==> src/hdl/distinct_multiset_subset_generator_macros.svh <==
// Assertion macros used by the subset generator RTL.
`ifndef DISTINCT_MULTISET_SUBSET_GENERATOR_MACROS_SVH
`define DISTINCT_MULTISET_SUBSET_GENERATOR_MACROS_SVH

// Condition that must hold at every rising clock edge outside reset.
`define DMSG_ASSERT_ALWAYS(label, clk, rst, cond, msg) \
   label: assert property (@(posedge clk) disable iff (rst) (cond)) else $error(msg);

// Consequence that must hold in the cycle after the antecedent.
`define DMSG_ASSERT_NEXT(label, clk, rst, ante, cons, msg) \
   label: assert property (@(posedge clk) disable iff (rst) (ante) |=> (cons)) else $error(msg);

`endif

==> src/hdl/dmsg_pkg.sv <==
// Types, codes and sizes for the distinct sub-multiset generator.
package dmsg_pkg;

   localparam int VALUE_BITS        = 16;
   localparam int MAX_ITEMS_DEFAULT = 16;

   // Operation codes
   localparam logic [1:0] OP_LOAD  = 2'd0;
   localparam logic [1:0] OP_NEXT  = 2'd1;
   localparam logic [1:0] OP_CLEAR = 2'd2;

   typedef struct packed {
      logic [1:0]                   operation;
      logic signed [VALUE_BITS-1:0] value;
   } req_type;

   typedef struct packed {
      logic signed [VALUE_BITS-1:0] element;
      logic                         empty_subset;
      logic                         last_in_subset;
      logic                         last_subset;
      logic                         exhausted;
   } rsp_type;

   typedef enum logic [3:0] {
      ST_IDLE,
      ST_INS_RD,
      ST_INS_CMP,
      ST_ADV_TOP,
      ST_ADV_CHK,
      ST_BT_POS,
      ST_BT_VAL,
      ST_BT_CMP,
      ST_SCAN_RD,
      ST_SCAN_CMP,
      ST_LST_RD0,
      ST_LST_RD1,
      ST_LST_CHK,
      ST_EM_RD,
      ST_EM_VAL,
      ST_EM_OUT
   } state_type;

endpackage

==> src/hdl/distinct_multiset_subset_generator.sv <==
// Distinct sub-multiset generator: sorted value store and depth-first subset walker.
//
// Channel   Ports                         Handshake
// --------  ----------------------------  -----------------------------------------
// request   start, busy, req_data         taken when start is high and busy is low
// result    rsp_valid, rsp_data           one-cycle strobe, cannot be held off
//
// Load: each larger stored value is moved up one slot, then the new value is written.
// Next: opening empty subset and repeat exhausted results come straight from idle; else
// descend, or backtrack level by level and scan past duplicates, then check for the last
// subset and emit one element per result through the registered-read memories.
// Reset is synchronous and clears control state only; no clearing pass.
// Results are never stalled; busy drops as the last result of a transaction appears.
module distinct_multiset_subset_generator
   import dmsg_pkg::*;
#(
   parameter int MAX_ITEMS = MAX_ITEMS_DEFAULT
) (
   input  logic    clock,
   input  logic    reset,
   input  logic    start,
   output logic    busy,
   input  req_type req_data,
   output logic    rsp_valid,
   output rsp_type rsp_data
);

`include "distinct_multiset_subset_generator_macros.svh"

   localparam int AW = (MAX_ITEMS > 1) ? $clog2(MAX_ITEMS) : 1;
   localparam int CW = $clog2(MAX_ITEMS + 1);
   localparam logic [CW-1:0] MAX_CNT = CW'(MAX_ITEMS);

   // Control state
   state_type     state_ff, state_in;
   logic [CW-1:0] count_ff, count_in;
   logic [CW-1:0] depth_ff, depth_in;
   logic          started_ff, started_in;
   logic          finished_ff, finished_in;
   logic          rsp_valid_ff, rsp_valid_in;

   // Working registers
   logic signed [VALUE_BITS-1:0] vmax_ff, vmax_in;
   logic signed [VALUE_BITS-1:0] value_ff, value_in;
   logic signed [VALUE_BITS-1:0] qval_ff, qval_in;
   logic [CW-1:0] ins_idx_ff, ins_idx_in;
   logic [CW-1:0] lvl_ff, lvl_in;
   logic [CW-1:0] k_ff, k_in;
   logic [AW-1:0] q_ff, q_in;
   logic [AW-1:0] scan_ff, scan_in;
   logic          last_ff, last_in;
   rsp_type       rsp_data_ff, rsp_data_in;

   // Memories
   logic signed [VALUE_BITS-1:0] sorted_vals_ff [MAX_ITEMS];
   logic [AW-1:0]                chosen_pos_ff  [MAX_ITEMS];
   logic signed [VALUE_BITS-1:0] val_rd_ff;
   logic [AW-1:0]                pos_rd_ff;

   logic                         val_we;
   logic [AW-1:0]                val_waddr, val_raddr;
   logic signed [VALUE_BITS-1:0] val_wdata;
   logic                         pos_we;
   logic [AW-1:0]                pos_waddr, pos_raddr, pos_wdata;

   // Decremented counters and widened read position for addressing
   logic [CW-1:0] depth_m1, lvl_m1, ins_m1, pos_rd_ext;
   assign depth_m1   = depth_ff - 1'b1;
   assign lvl_m1     = lvl_ff - 1'b1;
   assign ins_m1     = ins_idx_ff - 1'b1;
   assign pos_rd_ext = CW'(pos_rd_ff);

   assign busy      = (state_ff != ST_IDLE);
   assign rsp_valid = rsp_valid_ff;
   assign rsp_data  = rsp_data_ff;

   // Value memory, registered read
   always_ff @(posedge clock) begin
      if (val_we) begin
         sorted_vals_ff[val_waddr] <= val_wdata;
      end
      val_rd_ff <= sorted_vals_ff[val_raddr];
   end

   // Chosen-position memory, registered read
   always_ff @(posedge clock) begin
      if (pos_we) begin
         chosen_pos_ff[pos_waddr] <= pos_wdata;
      end
      pos_rd_ff <= chosen_pos_ff[pos_raddr];
   end

   // Next state
   always_comb begin
      state_in = state_ff;
      unique case (state_ff)
         ST_IDLE: begin
            if (start) begin
               unique case (req_data.operation)
                  OP_LOAD: begin
                     if (count_ff < MAX_CNT) state_in = ST_INS_RD;
                  end
                  OP_NEXT: begin
                     if (!finished_ff && started_ff) state_in = ST_ADV_TOP;
                  end
                  default: state_in = ST_IDLE;
               endcase
            end
         end
         ST_INS_RD:   state_in = (ins_idx_ff == '0) ? ST_IDLE : ST_INS_CMP;
         ST_INS_CMP:  state_in = (val_rd_ff > value_ff) ? ST_INS_RD : ST_IDLE;
         ST_ADV_TOP: begin
            if (depth_ff == '0) state_in = (count_ff != '0) ? ST_LST_RD0 : ST_IDLE;
            else                state_in = ST_ADV_CHK;
         end
         ST_ADV_CHK:  state_in = (pos_rd_ext + 1'b1 < count_ff) ? ST_LST_RD0 : ST_BT_POS;
         ST_BT_POS:   state_in = (lvl_ff == '0) ? ST_IDLE : ST_BT_VAL;
         ST_BT_VAL:   state_in = ST_BT_CMP;
         ST_BT_CMP:   state_in = (val_rd_ff == vmax_ff) ? ST_BT_POS : ST_SCAN_RD;
         ST_SCAN_RD:  state_in = ST_SCAN_CMP;
         ST_SCAN_CMP: state_in = (val_rd_ff != qval_ff) ? ST_LST_RD0 : ST_SCAN_RD;
         ST_LST_RD0:  state_in = ST_LST_RD1;
         ST_LST_RD1:  state_in = ST_LST_CHK;
         ST_LST_CHK:  state_in = ST_EM_RD;
         ST_EM_RD:    state_in = ST_EM_VAL;
         ST_EM_VAL:   state_in = ST_EM_OUT;
         ST_EM_OUT:   state_in = (k_ff + 1'b1 == depth_ff) ? ST_IDLE : ST_EM_RD;
         default:     state_in = ST_IDLE;
      endcase
   end

   // Datapath, memory ports and results
   always_comb begin
      count_in     = count_ff;
      depth_in     = depth_ff;
      started_in   = started_ff;
      finished_in  = finished_ff;
      vmax_in      = vmax_ff;
      value_in     = value_ff;
      qval_in      = qval_ff;
      ins_idx_in   = ins_idx_ff;
      lvl_in       = lvl_ff;
      k_in         = k_ff;
      q_in         = q_ff;
      scan_in      = scan_ff;
      last_in      = last_ff;
      rsp_valid_in = 1'b0;
      rsp_data_in  = '0;
      val_we       = 1'b0;
      val_waddr    = ins_idx_ff[AW-1:0];
      val_wdata    = value_ff;
      val_raddr    = '0;
      pos_we       = 1'b0;
      pos_waddr    = depth_ff[AW-1:0];
      pos_wdata    = '0;
      pos_raddr    = '0;

      unique case (state_ff)
         ST_IDLE: begin
            if (start) begin
               unique case (req_data.operation)
                  OP_LOAD: begin
                     value_in   = req_data.value;
                     ins_idx_in = count_ff;
                  end
                  OP_NEXT: begin
                     if (finished_ff) begin
                        rsp_valid_in          = 1'b1;
                        rsp_data_in.exhausted = 1'b1;
                     end else if (!started_ff) begin
                        // first request: empty subset
                        started_in                 = 1'b1;
                        depth_in                   = '0;
                        rsp_valid_in               = 1'b1;
                        rsp_data_in.empty_subset   = 1'b1;
                        rsp_data_in.last_in_subset = 1'b1;
                        rsp_data_in.last_subset    = (count_ff == '0);
                     end
                  end
                  OP_CLEAR: begin
                     count_in    = '0;
                     depth_in    = '0;
                     started_in  = 1'b0;
                     finished_in = 1'b0;
                  end
                  default: ;
               endcase
            end
         end
         // Insertion: shift larger values up one slot at a time
         ST_INS_RD: begin
            if (ins_idx_ff == '0) begin
               val_we      = 1'b1;
               count_in    = count_ff + 1'b1;
               depth_in    = '0;
               started_in  = 1'b0;
               finished_in = 1'b0;
               if (count_ff == '0 || value_ff > vmax_ff) vmax_in = value_ff;
            end else begin
               val_raddr = ins_m1[AW-1:0];
            end
         end
         ST_INS_CMP: begin
            val_we = 1'b1;
            if (val_rd_ff > value_ff) begin
               val_wdata  = val_rd_ff;
               ins_idx_in = ins_m1;
            end else begin
               count_in    = count_ff + 1'b1;
               depth_in    = '0;
               started_in  = 1'b0;
               finished_in = 1'b0;
               if (count_ff == '0 || value_ff > vmax_ff) vmax_in = value_ff;
            end
         end
         // Descend one level if a later position exists; else report exhaustion or backtrack
         ST_ADV_TOP: begin
            if (depth_ff == '0) begin
               if (count_ff != '0) begin
                  pos_we   = 1'b1;
                  depth_in = CW'(1);
               end else begin
                  finished_in           = 1'b1;
                  rsp_valid_in          = 1'b1;
                  rsp_data_in.exhausted = 1'b1;
               end
            end else begin
               pos_raddr = depth_m1[AW-1:0];
            end
         end
         ST_ADV_CHK: begin
            if (pos_rd_ext + 1'b1 < count_ff) begin
               pos_we    = 1'b1;
               pos_wdata = pos_rd_ff + 1'b1;
               depth_in  = depth_ff + 1'b1;
            end else begin
               lvl_in = depth_ff;
            end
         end
         // Backtrack: pop levels whose value is already the maximum; exhausted when none remain
         ST_BT_POS: begin
            if (lvl_ff == '0) begin
               finished_in           = 1'b1;
               depth_in              = '0;
               rsp_valid_in          = 1'b1;
               rsp_data_in.exhausted = 1'b1;
            end else begin
               pos_raddr = lvl_m1[AW-1:0];
            end
         end
         ST_BT_VAL: begin
            q_in      = pos_rd_ff;
            val_raddr = pos_rd_ff;
         end
         ST_BT_CMP: begin
            if (val_rd_ff == vmax_ff) begin
               lvl_in = lvl_m1;
            end else begin
               qval_in = val_rd_ff;
               scan_in = q_ff + 1'b1;
            end
         end
         // Skip duplicates to the first strictly larger value
         ST_SCAN_RD: begin
            val_raddr = scan_ff;
         end
         ST_SCAN_CMP: begin
            if (val_rd_ff != qval_ff) begin
               pos_we    = 1'b1;
               pos_waddr = lvl_m1[AW-1:0];
               pos_wdata = scan_ff;
               depth_in  = lvl_ff;
            end else begin
               scan_in = scan_ff + 1'b1;
            end
         end
         // Last subset: deepest position at the end and smallest chosen value is max
         ST_LST_RD0: begin
            pos_raddr = '0;
         end
         ST_LST_RD1: begin
            val_raddr = pos_rd_ff;
            pos_raddr = depth_m1[AW-1:0];
         end
         ST_LST_CHK: begin
            last_in = (val_rd_ff == vmax_ff) && (pos_rd_ext + 1'b1 == count_ff);
            k_in    = '0;
         end
         // Emission, one element per result
         ST_EM_RD: begin
            pos_raddr = k_ff[AW-1:0];
         end
         ST_EM_VAL: begin
            val_raddr = pos_rd_ff;
         end
         ST_EM_OUT: begin
            rsp_valid_in               = 1'b1;
            rsp_data_in.element        = val_rd_ff;
            rsp_data_in.last_in_subset = (k_ff + 1'b1 == depth_ff);
            rsp_data_in.last_subset    = last_ff;
            k_in                       = k_ff + 1'b1;
         end
         default: ;
      endcase
   end

   // Control registers
   always_ff @(posedge clock) begin
      if (reset) begin
         state_ff     <= ST_IDLE;
         count_ff     <= '0;
         depth_ff     <= '0;
         started_ff   <= 1'b0;
         finished_ff  <= 1'b0;
         rsp_valid_ff <= 1'b0;
      end else begin
         state_ff     <= state_in;
         count_ff     <= count_in;
         depth_ff     <= depth_in;
         started_ff   <= started_in;
         finished_ff  <= finished_in;
         rsp_valid_ff <= rsp_valid_in;
      end
   end

   // Working registers
   always_ff @(posedge clock) begin
      vmax_ff     <= vmax_in;
      value_ff    <= value_in;
      qval_ff     <= qval_in;
      ins_idx_ff  <= ins_idx_in;
      lvl_ff      <= lvl_in;
      k_ff        <= k_in;
      q_ff        <= q_in;
      scan_ff     <= scan_in;
      last_ff     <= last_in;
      rsp_data_ff <= rsp_data_in;
   end

   // Assertions
   logic done_next, full_load, exh_out;
   assign done_next = start && !busy && req_data.operation == OP_NEXT && finished_ff;
   assign full_load = start && !busy && req_data.operation == OP_LOAD && count_ff == MAX_CNT;
   assign exh_out   = rsp_valid && rsp_data.exhausted;

   `DMSG_ASSERT_ALWAYS(a_depth_le_count, clock, reset, depth_ff <= count_ff, "depth over count")
   `DMSG_ASSERT_ALWAYS(a_done_empty, clock, reset, !finished_ff || depth_ff == '0, "depth kept")
   `DMSG_ASSERT_NEXT(a_exh_reply, clock, reset, done_next, exh_out, "no exhausted")
   `DMSG_ASSERT_NEXT(a_full_ld, clock, reset, full_load, !busy && $stable(count_ff), "load taken")

endmodule
==> config.mk <==
export PLATFORM = sky130hd
export DESIGN_NAME = distinct_multiset_subset_generator
export DESIGN_NICKNAME = d
export VERILOG_FILES = /design/src/hdl/dmsg_pkg.sv /design/src/hdl/distinct_multiset_subset_generator.sv
export VERILOG_INCLUDE_DIRS = /design/src /design/src/hdl
export SDC_FILE = /design/constraint.sdc
export NUM_CORES = 1
export LEC_CHECK = 0
export BUFFER_PORTS_ARGS = -buffer_cell sky130_fd_sc_hd__buf_2
export CAP_MARGIN = 5
export CORE_UTILIZATION = 45
export DETAILED_ROUTE_END_ITERATION = 12
export PLACE_DENSITY_LB_ADDON = 0.15
export SYNTH_ARGS = -nofsm -noshare
export SYNTH_HDL_FRONTEND = slang
export SYNTH_SLANG_ARGS = --single-unit
==> constraint.sdc <==
create_clock -name clock -period 4.3 [get_ports clock]
set_clock_uncertainty 0.05 [all_clocks]
set_input_delay 1.29 -clock clock [delete_from_list [all_inputs] [get_ports clock]]
set_output_delay 1.29 -clock clock [all_outputs]
set_load 0.03 [all_outputs]
**Yosys cells after proc, flatten, opt, wreduce, memory -nomap -nowiden**

Memories as Yosys holds them, arrays and structs flattened. A register that Yosys moved wholly into a read port is not among the register bits.
Index checks and enable logic that the tools add are counted.

- Bits in registers: 109
- Bits in writable memories: 320
- Bits in read-only memories: 0
- Memories: 2
- Output and inout bits: 22
- Logic and storage cells: 211
- Bits of input ports: 21
- Latch bits: 0

Memories:

| name | words | width | rd ports | clocked after Yosys merged registers in | wr ports | RTL line | source |
|---|---|---|---|---|---|---|---|
| sorted_vals_ff | 16 | 16 | 1 | 1 | 1 | distinct_multiset_subset_generator.sv:55 | `logic signed [VALUE_BITS-1:0] sorted_vals_ff [MAX_ITEMS];` |
| chosen_pos_ff | 16 | 4 | 1 | 1 | 1 | distinct_multiset_subset_generator.sv:56 | `logic [AW-1:0] chosen_pos_ff [MAX_ITEMS];` |

- Bitwise logic cells: 4
- $lt $le $gt $ge: 4
- Add/sub/neg operators: 10
- Reductions and logical operators: 33
- Equality and inequality tests: 42
- Multiply operators: 0
- Div/mod/pow operators: 0
- Shift-type cells: 0
- Muxes and demuxes: 96

Operator list:

| operator | number |
|---|---|
| $mux W5 | 19 |
| $mux W16 | 5 |
| $mux W4 | 17 |
| $pmux W4 S16 | 1 |
| $pmux W5 S2 | 4 |
| $pmux W5 S7 | 1 |
| $eq A4 B4 Y1 const B | 8 |
| $gt A16 B16 Y1 | 2 |
| $pmux W16 S2 | 1 |
| $ne A2 B2 Y1 const B | 15 |
| $mux W1 | 27 |
| $pmux W4 S2 | 3 |
| $logic_not A5 Y1 | 4 |
| $eq A16 B16 Y1 | 1 |
| $eq A4 B3 Y1 const B | 4 |
| $ne A16 B16 Y1 | 1 |
| $pmux W4 S4 | 1 |
| $add A5 B1 Y5 const B | 3 |
| $pmux W5 S3 | 1 |
| $reduce_and A3 Y1 | 5 |
| $add A4 B1 Y4 const B | 3 |
| $mux W3 | 4 |
| $ne A3 B3 Y1 const B | 4 |
| $pmux W4 S3 | 1 |
| 37 further kinds | 54 |

**Depth between registers and ports, before layout**

- Depth in word-level cells: 6
- Gate-level depth with buffers: 12
- Mapped depth without buffers: 10

**Worst setup path before layout**

No wires, ideal clock.

- Path type: reg-to-reg
- Start: register value_ff[15]
- End: register vmax_ff[0], enable pin
- Setup time: 0.414 ns
- Stages on the path, launching flop included: 8
- Data arrival time: 3.067 ns
- Slack: 0.768 ns
- Required time: 3.836 ns
- Buffers on the path: 0
- Clock period less this slack: 3.532 ns
- Cells stage by stage: edfxtp_1 > inv_1 > ha_1 > nand4_1 > a2111o_1 > o211ai_1 > mux2_2 > a211oi_1

- Word-level cells in the longest chain between the ends: 3

RTL lines:

| element | RTL line | source |
|---|---|---|
| start: declaration | distinct_multiset_subset_generator.sv:44 | `logic signed [VALUE_BITS-1:0] value_ff, value_in;` |
| start signal: assignment | distinct_multiset_subset_generator.sv:329 | `value_ff <= value_in;` |
| $gt A16 B16 Y1 | distinct_multiset_subset_generator.sv:205 | `if (val_rd_ff > value_ff) begin` |
| $ne A2 B2 Y1 (no source line) | -- |  |
| $reduce_and A3 Y1 (no source line) | -- |  |
| end signal: assignment | distinct_multiset_subset_generator.sv:328 | `vmax_ff <= vmax_in;` |
| end: declaration | distinct_multiset_subset_generator.sv:43 | `logic signed [VALUE_BITS-1:0] vmax_ff, vmax_in;` |

Every way passes these cells.
A chain may end at the register's enable or synchronous reset.

**Worst setup path after layout**

- Start: register state_ff[3]
- End: register val_rd_ff[15] (read register of sorted_vals_ff)

- Word-level cells in the longest chain between the ends: 3
- Elaborated cells between the ends (all ways): 7
- Those cells by class: eq/ne (5); mux (1); reduce/logical (1)

RTL lines:

| element | RTL line | source |
|---|---|---|
| start: declaration | distinct_multiset_subset_generator.sv:35 | `state_type state_ff, state_in;` |
| start signal: assignment | distinct_multiset_subset_generator.sv:317 | `state_ff <= state_in;` |
| $eq A4 B4 Y1 or $eq A4 B3 Y1 (tied branches) | distinct_multiset_subset_generator.sv:158 | `unique case (state_ff)` |
| $reduce_or A3 Y1 (no source line) | -- |  |
| $pmux W4 S3 * | distinct_multiset_subset_generator.sv:158 |  |
| end: declaration | distinct_multiset_subset_generator.sv:57 | `logic signed [VALUE_BITS-1:0] val_rd_ff;` |

Every way passes the cells marked *; elsewhere a longest branch is shown, timed or not.

==> impl_results.md <==
* Syn nets at between 1000 and 1500
* Int Power at 7.33 mW
* Reg2reg end: val_rd_ff[15]
* Final Setup Violations at 0
* Area growth syn-to-layout at 13.8%
* Vias/cell at 5.75
* CP required at ~4.7 ns
* CTS Buffer Depth at 3
* Synth Cell Area at between 15000 and 20000 um^2
* Crit path kind: register to register
* Hold Startpoint: last_ff
* Reg-to-Reg Start: state_ff[3]
* Most used DFF post-synth: edfxtp_1
* Post-Synth Simple-Gate Area at 7.58%
* Synthesis Warnings at 0
* # IOs at 43
* Crit-path max FO at 20
* Worst Hold Class: register to register
* Max Cap Viol at 0
* EDFF count, synth at 392
* Final Net Count at approximately 1400
* Status: finished, final reports clean
* Post-CTS sizing at 0
* H-tree depth at 2
* RSZ-0062 raised after global routing: false
* Vias in the first global route at about 11000
* Die X at 208 um
* Startpoint Class: register
* IO Port Bufs at 42
* Share of cells above drive strength 1 at 19.0%
* Post-CTS Setup Repair Bufs at 0
* Drt total wl at 46200 um
* Total track usage at 21.7%
* Leakage Power at 7.55 nW
* Rel. slew slack at ~26%
* Chip height at 208 um
* Reg2Reg Depth at 7
* CTS buffer count at 47
* Largest family of logic cells by synthesized area: multiplexers
* Mux cell area share after synthesis at 9.35%
* Post-synthesis compound-gate area fraction at under 10%
* Starting Density at 45.6%
* CP endpoint kind: register
* WL per Instance at between 20 and 25 um
* Global placement routability congestion at approximately 0.86
* Xor/xnor share of the synthesized area at between 2 and 3%
* Setup TNS at 0 ns
* Final period utilization at between 80% and 90%
* Worst-path clk slew at approximately 0.060 ns
* Initial DRC count at 998
* Num rows at 75
* Top achievable clock speed at 277 MHz
* Fin crit period at 3.62 ns
* DIE AREA at 43200 um^2
* Max Slew Vio Count at 0
* Final Worst Setup Slack at just under 0.7 ns
* Timing endpoint of the critical path: val_rd_ff[15]
* Vias at 10968
* Clock latency at the later pin of the worst-skew pair at between 0.5 and 0.6 ns
* Global-route wire length before repair at 69300 um
* DP Worst Slack at 0.718 ns
* Mean Syn Cell Area at 15.4 um^2
* Post-DP HPWL at 29500 um
* Slew @ Worst Pin at 1.11 ns
* Synth Instances at 1239
* Remaining DRCs at 0
* Register area share after synthesis at 67.6%
* CTS Sinks at 449
* Core footprint at 41900 um^2
* Switching portion of total power at 21.8%
* Clock power share at 42.7%
* Largest net degree at the start of global routing at 33
* Total congestion overflow at 0
* CTS tree: done
* Critical path origin: state_ff[3]
* Flop-to-flop setup slack at about 0.7 ns
* Critical path data arrival time at 3.99 ns
* Unique masters post-synth at between 60 and 70
* Detailed Routing Iterations Pass 1 at 7
* Post-CTS Hold Buffers at 0
* Initial antenna violation count at 0
* Peak supply drop at 0.332 mV
* Clk root buf: clkbuf_16
* FF+latch count, synth at 449
* Pwr dens at 431 nW/um^2
* Async SR Flop Fraction at 0%
* DRT antenna net count at 0
* Sw Pwr at 2.04 mW
* Fin. Hold Viols at 0
* Sequential Power Share at 51.7%
* Synth Area in Adders at ~3.4%
* Logic pwr share at 5.5%
==> Yosys cell counts (all sizes together) (3+ instances only) <==
| cell type | n | area, um^2 |
|---|---|---|
| a211oi | 8 | 60.1 |
| a21o | 6 | 45.0 |
| a21oi | 42 | 210 |
| a221o | 9 | 90.1 |
| a22o | 6 | 52.6 |
| a22oi | 43 | 323 |
| a31oi | 6 | 37.5 |
| a32oi | 7 | 61.3 |
| and2 | 32 | 200 |
| and3 | 3 | 18.8 |
| and4b | 4 | 40.0 |
| buf | 27 | 164 |
| clkbuf | 28 | 105 |
| dfxtp | 57 | 1140 |
| edfxtp | 392 | 11800 |
| ha | 52 | 651 |
| inv | 57 | 214 |
| mux2 | 18 | 203 |
| mux2i | 14 | 140 |
| mux4 | 64 | 1440 |
| nand2 | 85 | 319 |
| nand2b | 9 | 63.8 |
| nand3 | 22 | 110 |
| nand3b | 6 | 45.0 |
| nand4 | 16 | 100 |
| nor2 | 60 | 225 |
| nor2b | 11 | 68.8 |
| nor3 | 20 | 100 |
| nor3b | 4 | 30.0 |
| nor4 | 9 | 56.3 |
| nor4b | 3 | 32.5 |
| o211ai | 5 | 37.5 |
| o21ai | 21 | 105 |
| o21bai | 3 | 22.5 |
| o221a | 3 | 33.8 |
| o221ai | 3 | 26.3 |
| xnor2 | 31 | 272 |
| xor2 | 24 | 210 |
==> layout by cell type, fill, tap and decap left out, types with 7 or more instances in the layout <==
cell type  netlist  layout
a211oi_1         8       7
a21oi_1         42      42
a221o_1          9       7
a22oi_1         43      43
a32oi_1          7       7
and2_1          32      32
buf_2            8      42
buf_4            6      57
clkbuf_1        28      14
clkbuf_16        0      49
clkinv_1         0       8
dfxtp_1         57      57
edfxtp_1       392     392
ha_1            52      52
inv_1           57      57
mux2_2          18      18
mux2i_1         14      13
mux4_2          64      64
nand2_1         85      85
nand2b_1         8       8
nand3_1         22      22
nand4_1         16      16
nor2_1          60      59
nor2b_1         11      11
nor3_1          20      19
nor4_1           9       8
o21ai_0         20      20
xnor2_1         31      31
xor2_1          24      24
==> power by group through the flow <==
stage / Combinational, mW / Clock, mW / Sequential (mW)
after floorplan: 0.340 / 0 / 4.90
after global placement: 0.517 / 0 / 4.93
after detailed placement: 0.519 / 0 / 4.93
after CTS: 0.521 / 4.07 / 4.84
after global routing: 0.568 / 4.23 / 4.85
final: 0.520 / 4.00 / 4.84
==> flip-flops by register name, summed over array words and instances, names as in the netlist <==
register        cells
lvl_ff              5
value_ff           16
k_ff                5
q_ff                4
rsp_valid           1
pos_rd_ff           4
scan_ff             4
val_rd_ff          16
qval_ff            16
finished_ff         1
depth_ff            5
chosen_pos_ff      64
started_ff          1
last_ff             1
state_ff            4
count_ff            5
ins_idx_ff          5
rsp_data           20
vmax_ff            16
sorted_vals_ff    256
==> stage by stage <==
step	hold WS (ns)	power, mW	util (%)	instance area (um^2)	std cells
floorplan	0.392	5.24	-	19100	1239
finish	0.429	9.37	51.9	21700	1908
global placement	0.410	5.45	48.3	20200	1824
detailed placement	0.417	5.45	48.3	20200	1824
CTS	0.430	9.44	51.9	21700	1907
global route	0.466	9.64	51.9	21700	1907
==> worst min path at each step <==
stage                     slack, ns           to  cells past startpoint
final                          0.43  rsp_data[1]                      1
after global routing           0.47  rsp_data[1]                      1
after CTS                      0.43  rsp_data[1]                      1
after detailed placement       0.42  rsp_data[1]                      1
after global placement         0.41  rsp_data[1]                      1
after floorplan                0.39  rsp_data[1]                      1
==> layout make-up <==
| class | instances | area [um^2] |
|---|---|---|
| fillers | 3414 | 20100 |
| flip-flops and latches | 449 | 12900 |
| multi-input cells | 678 | 5740 |
| clock buffers | 64 | 1290 |
| repair buffers | 101 | 678 |
| well taps | 539 | 674 |
| inverters | 57 | 214 |
| clock inverters | 19 | 208 |
| diodes | 1 | 2.50 |
==> logic make-up after synthesis <==
logic type / after synthesis
AOI/OAI and AO/OA: 186
xor gates and xnor gates: 55
adders and majority gates: 52
buffers and inverters: 112
DFF: 449
muxes: 96
and+or+nand+nor: 289
==> metal layers <==
| metal | vias to the layer above | part of all wire, % | track usage (%) |
|---|---|---|---|
| met5 | - | 0 | 0 |
| met4 | 0 | 1.8 | 5.54 |
| met3 | 59 | 6.0 | 3.53 |
| met2 | 337 | 46 | 33.5 |
| met1 | 5583 | 46 | 32.2 |
| li1 | 4989 | - | - |
==> critical path, stage by stage (launching register included) <==
cell and delay [ns]:
dfxtp_1 0.70, inv_1 0.18, nor4_1 0.71, a221o_4 0.59, buf_4 0.28, mux4_2 0.51, a22oi_1 0.22, nand2_1 0.19
Note: power is estimated with default switching activity, not from simulation.
